### config.mk
export PLATFORM = sky130hd
export DESIGN_NAME = tfn_div_cell
export DESIGN_NICKNAME = d
export VERILOG_FILES = /design/src/rtl/tfn_pkg.sv /design/src/rtl/tfn_div_cell.sv
export SDC_FILE = /design/constraint.sdc
export NUM_CORES = 1
export LEC_CHECK = 0
export ABC_AREA = 1
export ABC_CLOCK_PERIOD_IN_PS = 3800
export BUFFER_PORTS_ARGS = -buffer_cell sky130_fd_sc_hd__buf_4
export CELL_PAD_IN_SITES_DETAIL_PLACEMENT = 0
export CELL_PAD_IN_SITES_GLOBAL_PLACEMENT = 1
export CORE_MARGIN = 4
export CORE_UTILIZATION = 41
export CTS_CLUSTER_SIZE = 10
export DETAILED_ROUTE_END_ITERATION = 6
export PLACE_DENSITY_LB_ADDON = 0.1
export SYNTH_ARGS = -nofsm -noshare
export SYNTH_HDL_FRONTEND = slang
export SYNTH_SLANG_ARGS = --single-unit
### constraint.sdc
create_clock -name i_clk -period 3.8 [get_ports i_clk]
set_clock_uncertainty 0.05 [all_clocks]
set_input_delay 0.57 -clock i_clk [delete_from_list [all_inputs] [get_ports i_clk]]
set_output_delay 0.57 -clock i_clk [all_outputs]
set_load 0.02 [all_outputs]
### src/rtl/tfn_pkg.sv
// ----------------------------------------------------------------------------
// tfn_pkg
// Shared types and constants of the triangle face normal pipeline: the words
// handed from cell to cell in the square root and divider chains.
// ----------------------------------------------------------------------------
package tfn_pkg;

    // Normalized cross component width and output fraction
    localparam int TARGET_BITS = 30;
    localparam int FRAC_OUT    = 14;
    localparam int OUT_W       = 16;

    // Squared length, root and square root remainder widths
    localparam int S_W      = 2 * TARGET_BITS + 2;
    localparam int R_W      = S_W / 2;
    localparam int SQ_REM_W = R_W + 2;

    // Divider: quotient bits, divisor and remainder widths
    localparam int Q_W      = FRAC_OUT + 1;
    localparam int D_W      = R_W + 1;

    // Word moving through the square root cells
    typedef struct packed {
        logic                             vld;
        logic                             degen;
        logic [2:0]                       neg;
        logic [2:0][TARGET_BITS-1:0]      m;
        logic [S_W-1:0]                   s;
        logic [SQ_REM_W-1:0]              rem;
        logic [R_W-1:0]                   root;
    } t_sq_word;

    // Word moving through the divider cells
    typedef struct packed {
        logic                             vld;
        logic                             degen;
        logic [2:0]                       neg;
        logic [D_W-1:0]                   d;
        logic [2:0][Q_W-1:0]              nlo;
        logic [2:0][D_W-1:0]              rem;
        logic [2:0][Q_W-1:0]              q;
    } t_dv_word;

endpackage

### src/rtl/tfn_div_cell.sv
// ----------------------------------------------------------------------------
// tfn_div_cell
// One quotient bit of the restoring divider for all three components,
// then hand the word to the next cell.
// ----------------------------------------------------------------------------
module tfn_div_cell #(
    parameter int BIT = 0
) (
    input  logic              i_clk,
    input  logic              i_rst_n,
    input  logic              i_en,
    input  tfn_pkg::t_dv_word i_word,
    output tfn_pkg::t_dv_word o_word
);

    localparam int SHW = tfn_pkg::D_W + 1;

    tfn_pkg::t_dv_word r_word;
    tfn_pkg::t_dv_word n_word;

    // Shift in the next dividend bit and try the divisor
    always_comb begin
        logic [SHW-1:0] sh;
        n_word = i_word;
        for (int i = 0; i < 3; i++) begin
            sh = {i_word.rem[i], i_word.nlo[i][BIT]};
            if (sh >= SHW'(i_word.d)) begin
                n_word.rem[i] = tfn_pkg::D_W'(sh - SHW'(i_word.d));
                n_word.q[i]   = i_word.q[i] | (tfn_pkg::Q_W'(1) << BIT);
            end else begin
                n_word.rem[i] = tfn_pkg::D_W'(sh);
            end
        end
    end

    always_ff @(posedge i_clk) begin
        if (!i_rst_n) begin
            r_word.vld <= 1'b0;
        end else if (i_en) begin
            r_word.vld <= i_word.vld;
        end
    end

    always_ff @(posedge i_clk) begin
        if (i_en) begin
            r_word.degen <= n_word.degen;
            r_word.neg   <= n_word.neg;
            r_word.d     <= n_word.d;
            r_word.nlo   <= n_word.nlo;
            r_word.rem   <= n_word.rem;
            r_word.q     <= n_word.q;
        end
    end

    assign o_word = r_word;

endmodule

Yosys cells after proc, flatten, opt, wreduce, memory -nomap -nowiden
Cells that the tools add are included.
- bits in registers: 223
- input bits: 226
- word-level logic and storage cells: 25
- $add $sub $neg: 3
- $lt $le $gt $ge: 3
- mux-type cells: 3
- operators with widths (operator ; number):
    33-bit by 32-bit >= comparator with 1-bit output ; 3
    32-bit 2-to-1 mux ; 3
    32-bit subtractor ; 3

Depth between registers and ports, before layout
- depth after elaboration: 2
- mapped depth: 17
- gate-level depth less buffers: 15

Worst setup path after synthesis
No wires, ideal clock.
- kind: input port to flip-flop
- from: in i_word[214] (netlist name)
- to: reg r_word, in the netlist o_word[30] (data pin)
- arrival: 1941 ps
- slack: 1547 ps
- cell stages on the path: 11
- path through: inv_1 -> ha_1 -> nand2_1 -> inv_1 -> nand2_1 -> nand2_1 -> a21oi_1 -> nand2_1 -> nor2_4 -> nand2_8 -> or2_2
- longest elaborated chain between the ends: 1
- RTL lines (what ; line ; text):
    start, declared ; tfn_div_cell.sv:12 ; input tfn_pkg::t_dv_word i_word,
    33-bit by 32-bit >= comparator with 1-bit output ; tfn_div_cell.sv:27 ; if (sh >= SHW'(i_word.d)) begin
    end, declared ; tfn_div_cell.sv:18 ; tfn_pkg::t_dv_word r_word;
Every way passes these cells.
A chain may end at the register's enable or synchronous reset.

==> out/metrics.yaml <==
critical_path:
  start_kind: "input port"
  cp_slowest_cell: "inv_2"
  cp_cell_sequence: "buf_4 > inv_1 > ha_1 > nand2_1 > nand2_1 > nand2_1 > nand2_1 > inv_1 > nand3_2 > nand2_2 > nand2_1 > nand2_1 > nand2_4 > inv_2 > nand2_1 > nand2_1"
  path_common_cell: "nand2_1"
  cp.arrival_ns: 3.01
  cp-end-kind: "flop"
  worst_path_largest_cell_delay_ns: 0.49
  crit_fanout: 30
  path_class: "in2reg"
  critPathRequiredTime_ns: 4.17
clock_network:
  cts_buffers: 28
  clk_pin_slew_ns: 0.06
  postCtsHoldBufs: 0
  worstSkewPairLatency_ns: 0.58
  cts_setup_buffers: 0
  cts-root-buf: "clkbuf_16"
  htree_levels: 1
  clockBufferDepth: 3
  cts_tree: "built"
  cts_resized: 0
  cts.sinks: 223
floorplanning:
  dieArea_um2: 41660
  die_y_um: 204.1
  io_pins: 449
  dieWidth_um: 204.1
  fp-row-count: 71
  core_um2: 37840
  initial_utilization: 0.4167
route:
  dr_total_vias: 14980
  drtIter0Drc: 938
  wl_per_cell_um: 18.74
  ant_nets: 0
  dr.pass1.iters: 6
  routed_via_density: 4.798
  drcViolationCount: 0
  routed_wl_um: 58480
finish:
  largest_reg_flops: 223
  num-nets-final: 2915
  area_delta_synth_final_pct: 29.89
  drive_gt1_frac: 0.2094
  layout.cells.non_filler: 3121
  layout_commonest_cell: "nand2_1"
  final_cell_mix: "nand2_1 (894), buf_4 (454), inv_1 (395), edfxtp_1 (222), nand3_1 (125)"
  final_area_um2: 20480
synthesis:
  avgSynthCellArea_um2: 7.410
  ys_ff_latch: 223
  netlist_area_um2: 15770
  synth_area_leaders: "edfxtp_1 (42%), nand2_1 (21%), inv_1 (9.4%), ha_1 (7.6%), nand3_1 (4.0%)"
  yosysTopAreaCellShare: 0.4228
  ys_types: 32
  syn_nets: 2453
  syn_inst: 2128
  yosysSeqAreaShare: 0.4241
  yosysTopAreaCell: "edfxtp_1"
  ys_warn_count: 0
min_path:
  worstHoldPathType: "in2reg"
job:
  maxCapViolations: 0
sta:
  holdWs_ns: 0.1128
  max_freq_ghz: 0.3788
  tns_ns: 0
  slew_violations: 0
  period_share: 0.6947
  hold_violations: 0
  finalSetupViolations: 0
  worst_pin_slew_ns: 0.7335
  slew_headroom: 0.5110
  rsz0062_at_grt: "no"
  final.min_clock_period_ns: 2.640
power:
  p_leak_nw: 10.91
  total_power_mw: 8.126
  pwr_density_cell_nw_per_um2: 396.8
  ir_worst_vdd_mv: 0.3224
grt:
  antenna_found_initial: 3
  grt_max_degree: 85
  grt_overflow_total: 0
  grt_usage: 0.2691
  first_global_vias: 14590
  grt_pass1_wl_um: 85750
placed_design:
  placed_cell_area_um2: 19640
  routabilityCongestion: 0.9512
  dp_cells: 3071
  portBuffers: 448
  hpwl_um: 48230
outcome:
  outcome: "finished clean"
==> cell type report <==
cell class                 instances  area, µm²
inverter                         403       1515
timing repair buffer             456       3443
multi-input combinational       1478       7360
fill                            3771      17360
clock buffer                      42      773.2
clock inverter                     6      58.81
sequential                       223       6686
tap                              511      639.4
antenna                            2      5.005
==> worst max-delay path, delay by kind of cell <==
family | cells | cell delay [ns]
adders and majority gates | 1 | 0.34
and+or+nand+nor | 11 | 1.16
buffers and inverters | 4 | 0.92
==> kinds of logic after synthesis <==
| kind of cell | Yosys count | synth area share |
|---|---|---|
| buffers and inverters | 427 | 0.1092 |
| adders and majority gates | 99 | 0.07999 |
| AOI/OAI and AO/OA | 73 | 0.02396 |
| and+or+nand+nor | 1264 | 0.3395 |
| DFF | 223 | 0.4241 |
| xor gates and xnor gates | 42 | 0.02333 |
==> path summary, 6_finish.rpt <==
path / start / end / slack [ns] / cells after the start
setup / recovery: i_word[192] / o_word[74]$_DFFE_PP_ / 1.16 / 16
hold / removal: i_word[182] / o_word[182]$_DFFE_PP_ / 0.11 / 1
hold reg to reg: o_word[222]$_SDFFE_PN0P_ / o_word[222]$_SDFFE_PN0P_ / 0.51 / 2
setup reg to reg: o_word[222]$_SDFFE_PN0P_ / o_word[222]$_SDFFE_PN0P_ / 3.09 / 2
==> metrics by stage <==
stage	util	setup slack, ns
2_1_floorplan	-	1.547
3_3_place_gp	0.5191	0.5528
3_5_place_dp	0.5191	0.5588
4_1_cts	0.5411	1.106
5_1_grt	0.5411	0.9401
6_report	0.5412	1.160
==> synth_stat cells <==
cell type and number:
nor2_2 11, nor2_4 3, nor3_1 24, buf_2 9, buf_6 11, nand3_1 125
nand2_2 11, nor2_1 113, a21o_1 5, o21ai_0 7, buf_4 3, nand4_1 7
nor3_2 3, nand3_2 13, fa_1 3, nand2_4 2, dfxtp_1 1, or2_1 1
nand3b_1 31, or2_2 2, buf_8 1, inv_4 1, and2_1 22, nand2_1 894
ha_1 96, inv_1 395, xnor2_1 3, inv_2 7, xor2_1 39, a21oi_1 61
nand2_8 2, edfxtp_1 222
==> per-layer routing <==
layer | global-route usage | share of wire
met2 | 0.4762 | 0.49
met1 | 0.3358 | 0.41
met3 | 0.04681 | 0.070
met5 | 0 | 0.00036
met4 | 0.08303 | 0.033
==> power breakdown <==
group / internal, mW / switching, mW / total, mW / leakage [nW]
logic: 0.951 / 1.62 / 2.57 / 8.33
clock network: 1.40 / 1.02 / 2.42 / 0.395
registers: 3.05 / 0.0868 / 3.14 / 2.18
total: 5.40 / 2.73 / 8.13 / 10.9
(Power assumes the default switching activity.)
