`src/rtl/tfn_pkg.sv`:
```
// ----------------------------------------------------------------------------
// tfn_pkg
// Shared types and constants of the triangle face normal pipeline: the words
// handed from cell to cell in the square root and divider chains.
// ----------------------------------------------------------------------------
package tfn_pkg;

    // Normalized cross component width and output fraction
    localparam int TARGET_BITS = 30;
    localparam int FRAC_OUT    = 14;
    localparam int OUT_W       = 16;

    // Squared length, root and square root remainder widths
    localparam int S_W      = 2 * TARGET_BITS + 2;
    localparam int R_W      = S_W / 2;
    localparam int SQ_REM_W = R_W + 2;

    // Divider: quotient bits, divisor and remainder widths
    localparam int Q_W      = FRAC_OUT + 1;
    localparam int D_W      = R_W + 1;

    // Word moving through the square root cells
    typedef struct packed {
        logic                             vld;
        logic                             degen;
        logic [2:0]                       neg;
        logic [2:0][TARGET_BITS-1:0]      m;
        logic [S_W-1:0]                   s;
        logic [SQ_REM_W-1:0]              rem;
        logic [R_W-1:0]                   root;
    } t_sq_word;

    // Word moving through the divider cells
    typedef struct packed {
        logic                             vld;
        logic                             degen;
        logic [2:0]                       neg;
        logic [D_W-1:0]                   d;
        logic [2:0][Q_W-1:0]              nlo;
        logic [2:0][D_W-1:0]              rem;
        logic [2:0][Q_W-1:0]              q;
    } t_dv_word;

endpackage

```
`src/rtl/tfn_sqrt_cell.sv`:
```
// ----------------------------------------------------------------------------
// tfn_sqrt_cell
// One digit of the restoring square root: takes two radicand bits and
// decides one root bit, then hands the word to the next cell.
// ----------------------------------------------------------------------------
module tfn_sqrt_cell #(
    parameter int BIT = 0
) (
    input  logic              i_clk,
    input  logic              i_rst_n,
    input  logic              i_en,
    input  tfn_pkg::t_sq_word i_word,
    output tfn_pkg::t_sq_word o_word
);

    localparam int SHW = tfn_pkg::SQ_REM_W + 2;

    tfn_pkg::t_sq_word r_word;
    tfn_pkg::t_sq_word n_word;

    // Trial subtract of (root << 2) | 1
    always_comb begin
        logic [SHW-1:0] sh;
        logic [SHW-1:0] trial;
        sh     = {i_word.rem, i_word.s[2 * BIT + 1 -: 2]};
        trial  = SHW'({i_word.root, 2'b01});
        n_word = i_word;
        if (sh >= trial) begin
            n_word.rem  = tfn_pkg::SQ_REM_W'(sh - trial);
            n_word.root = {i_word.root[tfn_pkg::R_W-2:0], 1'b1};
        end else begin
            n_word.rem  = tfn_pkg::SQ_REM_W'(sh);
            n_word.root = {i_word.root[tfn_pkg::R_W-2:0], 1'b0};
        end
    end

    // Hold the word for the next cell
    always_ff @(posedge i_clk) begin
        if (!i_rst_n) begin
            r_word.vld <= 1'b0;
        end else if (i_en) begin
            r_word.vld <= i_word.vld;
        end
    end

    always_ff @(posedge i_clk) begin
        if (i_en) begin
            r_word.degen <= n_word.degen;
            r_word.neg   <= n_word.neg;
            r_word.m     <= n_word.m;
            r_word.s     <= n_word.s;
            r_word.rem   <= n_word.rem;
            r_word.root  <= n_word.root;
        end
    end

    assign o_word = r_word;

endmodule

```
`config.mk`:
```
export PLATFORM = sky130hd
export DESIGN_NAME = tfn_sqrt_cell
export DESIGN_NICKNAME = d
export VERILOG_FILES = /design/src/rtl/tfn_pkg.sv /design/src/rtl/tfn_sqrt_cell.sv
export SDC_FILE = /design/constraint.sdc
export NUM_CORES = 1
export LEC_CHECK = 0
export BUFFER_PORTS_ARGS = -buffer_cell sky130_fd_sc_hd__buf_2
export CORE_UTILIZATION = 30
export DETAILED_ROUTE_END_ITERATION = 12
export GPL_ROUTABILITY_DRIVEN = 0
export SYNTH_ARGS = -nofsm -noshare
export SYNTH_HDL_FRONTEND = slang
export SYNTH_SLANG_ARGS = --single-unit
```
`constraint.sdc`:
```
create_clock -name i_clk -period 3.59 [get_ports i_clk]
set_clock_uncertainty 0.15 [all_clocks]
set_input_delay 0.5385 -clock i_clk [delete_from_list [all_inputs] [get_ports i_clk]]
set_output_delay 0.5385 -clock i_clk [all_outputs]
set_load 0.05 [all_outputs]
```
### Word level (Yosys, flattened, before mapping)

Index checks and enable logic that the tools add are counted.

| word-level totals | value |
|---|---|
| logic and storage cells | 12 |
| output and inout port bits | 221 |
| input bits | 224 |
| register bits | 221 |

| operators by class | value |
|---|---|
| mux-type cells | 1 |
| $lt $le $gt $ge | 1 |
| add/subtract/negate cells | 1 |

Operators with widths:

| operator | number |
|---|---|
| two-way mux 64 bit | 1 |
| greater-or-equal comparator 35 x 33 -> 1 bit | 1 |
| subtractor 33 bit | 1 |

### Longest topological paths before layout

| logic depth | value |
|---|---|
| depth after elaboration | 2 |
| mapped depth | 13 |
| depth with buffers taken out | 10 |

### Worst setup path after synthesis

Ideal clock, no wire load.

| timing | value |
|---|---|
| path kind | input-to-reg |
| from | in i_word[8] (netlist name) |
| to | reg r_word, in the netlist o_word[59], data pin |
| stages | 11 |
| slack | 0.506 ns |
| library setup time | 0.260 ns |
| arrival | 2.673 ns |
| cells stage by stage | inv_1 ha_1 buf_6 nand4_2 a21oi_1 or4_4 a31oi_4 o21ai_2 a2111oi_2 nor3_1 mux2_4 |

RTL lines:

| element | RTL line | text |
|---|---|---|
| from (decl) | tfn_sqrt_cell.sv:12 | `input tfn_pkg::t_sq_word i_word,` |
| to (decl) | tfn_sqrt_cell.sv:18 | `tfn_pkg::t_sq_word r_word;` |

==> results.cfg <==
[detailed_routing]
wl_met3_mm = 2.74
vias = 7426
dr.pass1.iters = 5
postRouteAntennaNets = 0
met1_length_mm = 12.4
dr.max_layer_used = met5
drt_iter0_markers = 489
routedWlPerCell_um = 20.3
dr_wl_met2_mm = 15.8
route.detailed.drc = 0
viasPerCell = 4.68
totalWireLength_mm = 32.2

[synthesis]
synth.area.mux_share = 0.00886
netlist_area_um2 = 9180
synth-seq-cells = 221
yosys_most_used_dff = edfxtp_1
synth_compound_area_frac = 0.0992
synth_edf_count = 220
syn_avg_cell_area_um2 = 15.2
ys_types = 62
yosysWarnings = 0
synth_cells = 606
synthSimpleGateAreaFrac = 0.0699
synthesis.nets = 863
synth_top_family_by_area = compound AO/OA/AOI/OAI gates
async_flop_share = 0
synthAdderAreaFrac = 0.0450
synth-xor-area-share = 0.0267
ys_seq_area_frac = 0.722

[clock_network]
cts_sinks = 221
htree_levels = 1
root_buffer = clkbuf_16
clock_latency_ps = 540
path_clk_slew_ps = 60
cts_inserted_buffers = 25
post-cts-setup-buffers = 0
cts_resized = 0
cts_tree = done
cts_buffer_depth = 3

[sta]
maxSlewHeadroom = 0.472
tightest_slew_ps = 785
setup-violations-final = 0
rsz0062_at_grt = no
fin_crit_sh = 0.811
min_period_ps = 2910
slew_violations = 0
hold_violations = 0
fin_tns_setup_ps = 0
fmax_mhz = 343

[worst_setup_path]
end_kind = flip-flop
worstPathRequired_ps = 3730
critPathSlowestCell = a21bo_4
worstPathCellList = buf_2, inv_1, ha_1, nand2_1, nor4_4, and3_1, nand2_1, o31a_1, a21bo_4, mux2_2
path_buf_inv = 2
cp-start-kind = input port
cpPeakStageDelay_ps = 420
crit_path_frequent_cell = nand2_1
crit_fanout = 19
r2r_slack_ps = 2850
cp.arrival_ps = 3050
crit_family = simple AND/OR/NAND/NOR gates
path_class = input port to flip-flop

[finish]
drive_gt1_frac = 0.449
final_common_cell = buf_2
layoutNonFillerInstCount = 1588
layout.cells.most_common_list = 443 x buf_2, 220 x edfxtp_1, 90 x dlygate4sd3_1
area_growth_pct = 49.2
largest_reg_flops = 221
final_nets = 1433

[hold_path]
hold_path.class = input port to flip-flop

[global_routing]
grt_pass1_wl_mm = 45.3
antenna_found_initial = 8
grtUsageTotal = 0.196
grt_pass1_vias = 7343
grt_max_degree = 92
grt_overflow = 0

[floorplanning]
die_h_um = 177
start_util = 0.307
row_count = 63
die_area_um2 = 31300
io_pins = 445
core-area_um2 = 29900
die_x_um = 177

[power_and_ir_drop]
pwr-share-seq = 0.420
leakagePower_nw = 5.93
powerDensity_nw_per_um2 = 552
pwr-share-comb = 0.249
p_total_mw = 7.57
pwr-share-clk = 0.331
switching_share = 0.329
intPower_mw = 5.07
max-vdd-ir-drop_mv = 0.339
p_switching_mw = 2.49

[flow_run]
max_cap_violations = 0

[placement]
port-buffer-count = 444
hpwl_mm = 24.9
dp_cells = 1449

[run_status]
status = finished, final reports clean
==> power groups by stage <==
stage,clock network [mW],registers [mW],logic (mW)
2_1_floorplan,0,4.06,0.400
3_3_place_gp,0,3.23,1.79
3_5_place_dp,0,3.23,1.80
4_1_cts,2.59,3.18,1.89
5_1_grt,2.67,3.20,1.98
6_report,2.50,3.18,1.88
==> cell type report <==
cell class              count  area [um^2]
well taps                 390          488
diodes                      4         10.0
inverters                  44          165
clock buffers              30          644
flip-flops and latches    221         6630
fillers                  2739        16200
multi-input cells         328         2290
clock inverters            15          154
repair buffers            556         3320
==> worst paths after layout <==
| path | endpoint | depth (start not counted) | from |
|---|---|---|---|
| worst max register to register | o_word[220] | 2 | o_word[220] |
| worst min-delay path | o_word[211] | 1 | i_word[211] |
| worst min register to register | o_word[220] | 2 | o_word[220] |
| worst max-delay path | o_word[54] | 10 | i_word[15] |
==> kinds of logic (layout without fill, tap and decap cells) <==
family | Yosys count | count (layout)
adder cells (fa/ha/maj) | 33 | 33
AND/OR/NAND/NOR | 130 | 130
flip-flops | 221 | 221
other | 0 | 4
buffers and inverters | 57 | 645
AO/OA/AOI/OAI | 130 | 130
multiplexers | 7 | 7
XOR/XNOR | 28 | 28
==> synth_stat cells (all sizes together), types with 2 or more instances <==
library cell | n | area share
o2111a | 2 | 0.0025
nor3 | 10 | 0.0054
clkbuf | 3 | 0.0012
o21bai | 6 | 0.0049
or4 | 2 | 0.0020
a21o | 7 | 0.0057
o211ai | 3 | 0.0025
o21ai | 22 | 0.013
a21oi | 57 | 0.038
xor2 | 15 | 0.014
edfxtp | 220 | 0.72
nand2 | 28 | 0.012
nor2 | 45 | 0.018
a221oi | 3 | 0.0029
o2111ai | 2 | 0.0019
a211oi | 6 | 0.0049
nand2b | 6 | 0.0041
a31oi | 6 | 0.0057
nand3 | 15 | 0.0082
or3 | 2 | 0.0014
nor2b | 3 | 0.0020
and3 | 6 | 0.0041
nor4 | 3 | 0.0037
nand4 | 5 | 0.0041
buf | 10 | 0.0097
inv | 44 | 0.018
xnor2 | 13 | 0.012
mux2 | 6 | 0.0078
a2111oi | 5 | 0.0061
ha | 33 | 0.045
==> metal layers <==
metal,GRT usage,up-vias
li1,-,3451
met1,0.236,3554
met2,0.334,344
met3,0.0515,69
met4,0.0754,8
met5,0,-
==> metrics by stage <==
stage	instance area [um^2]	worst slack [ps]	utilization	hold slack, ps
after global routing	13700	456	0.458	7.86
final	13700	678	0.459	25.0
after global placement	12000	184	0.401	348
after detailed placement	12000	113	0.401	358
after CTS	13700	689	0.458	0.0246
after floorplan	9180	506	-	487
==> repair_timing <==
item / 4_1_cts / 5_1_grt
setup endpoints to repair: 0 / 0
hold buffers: 90 / 0
endpoints found under the hold margin: 90 / 0
(Power assumes the default switching activity.)
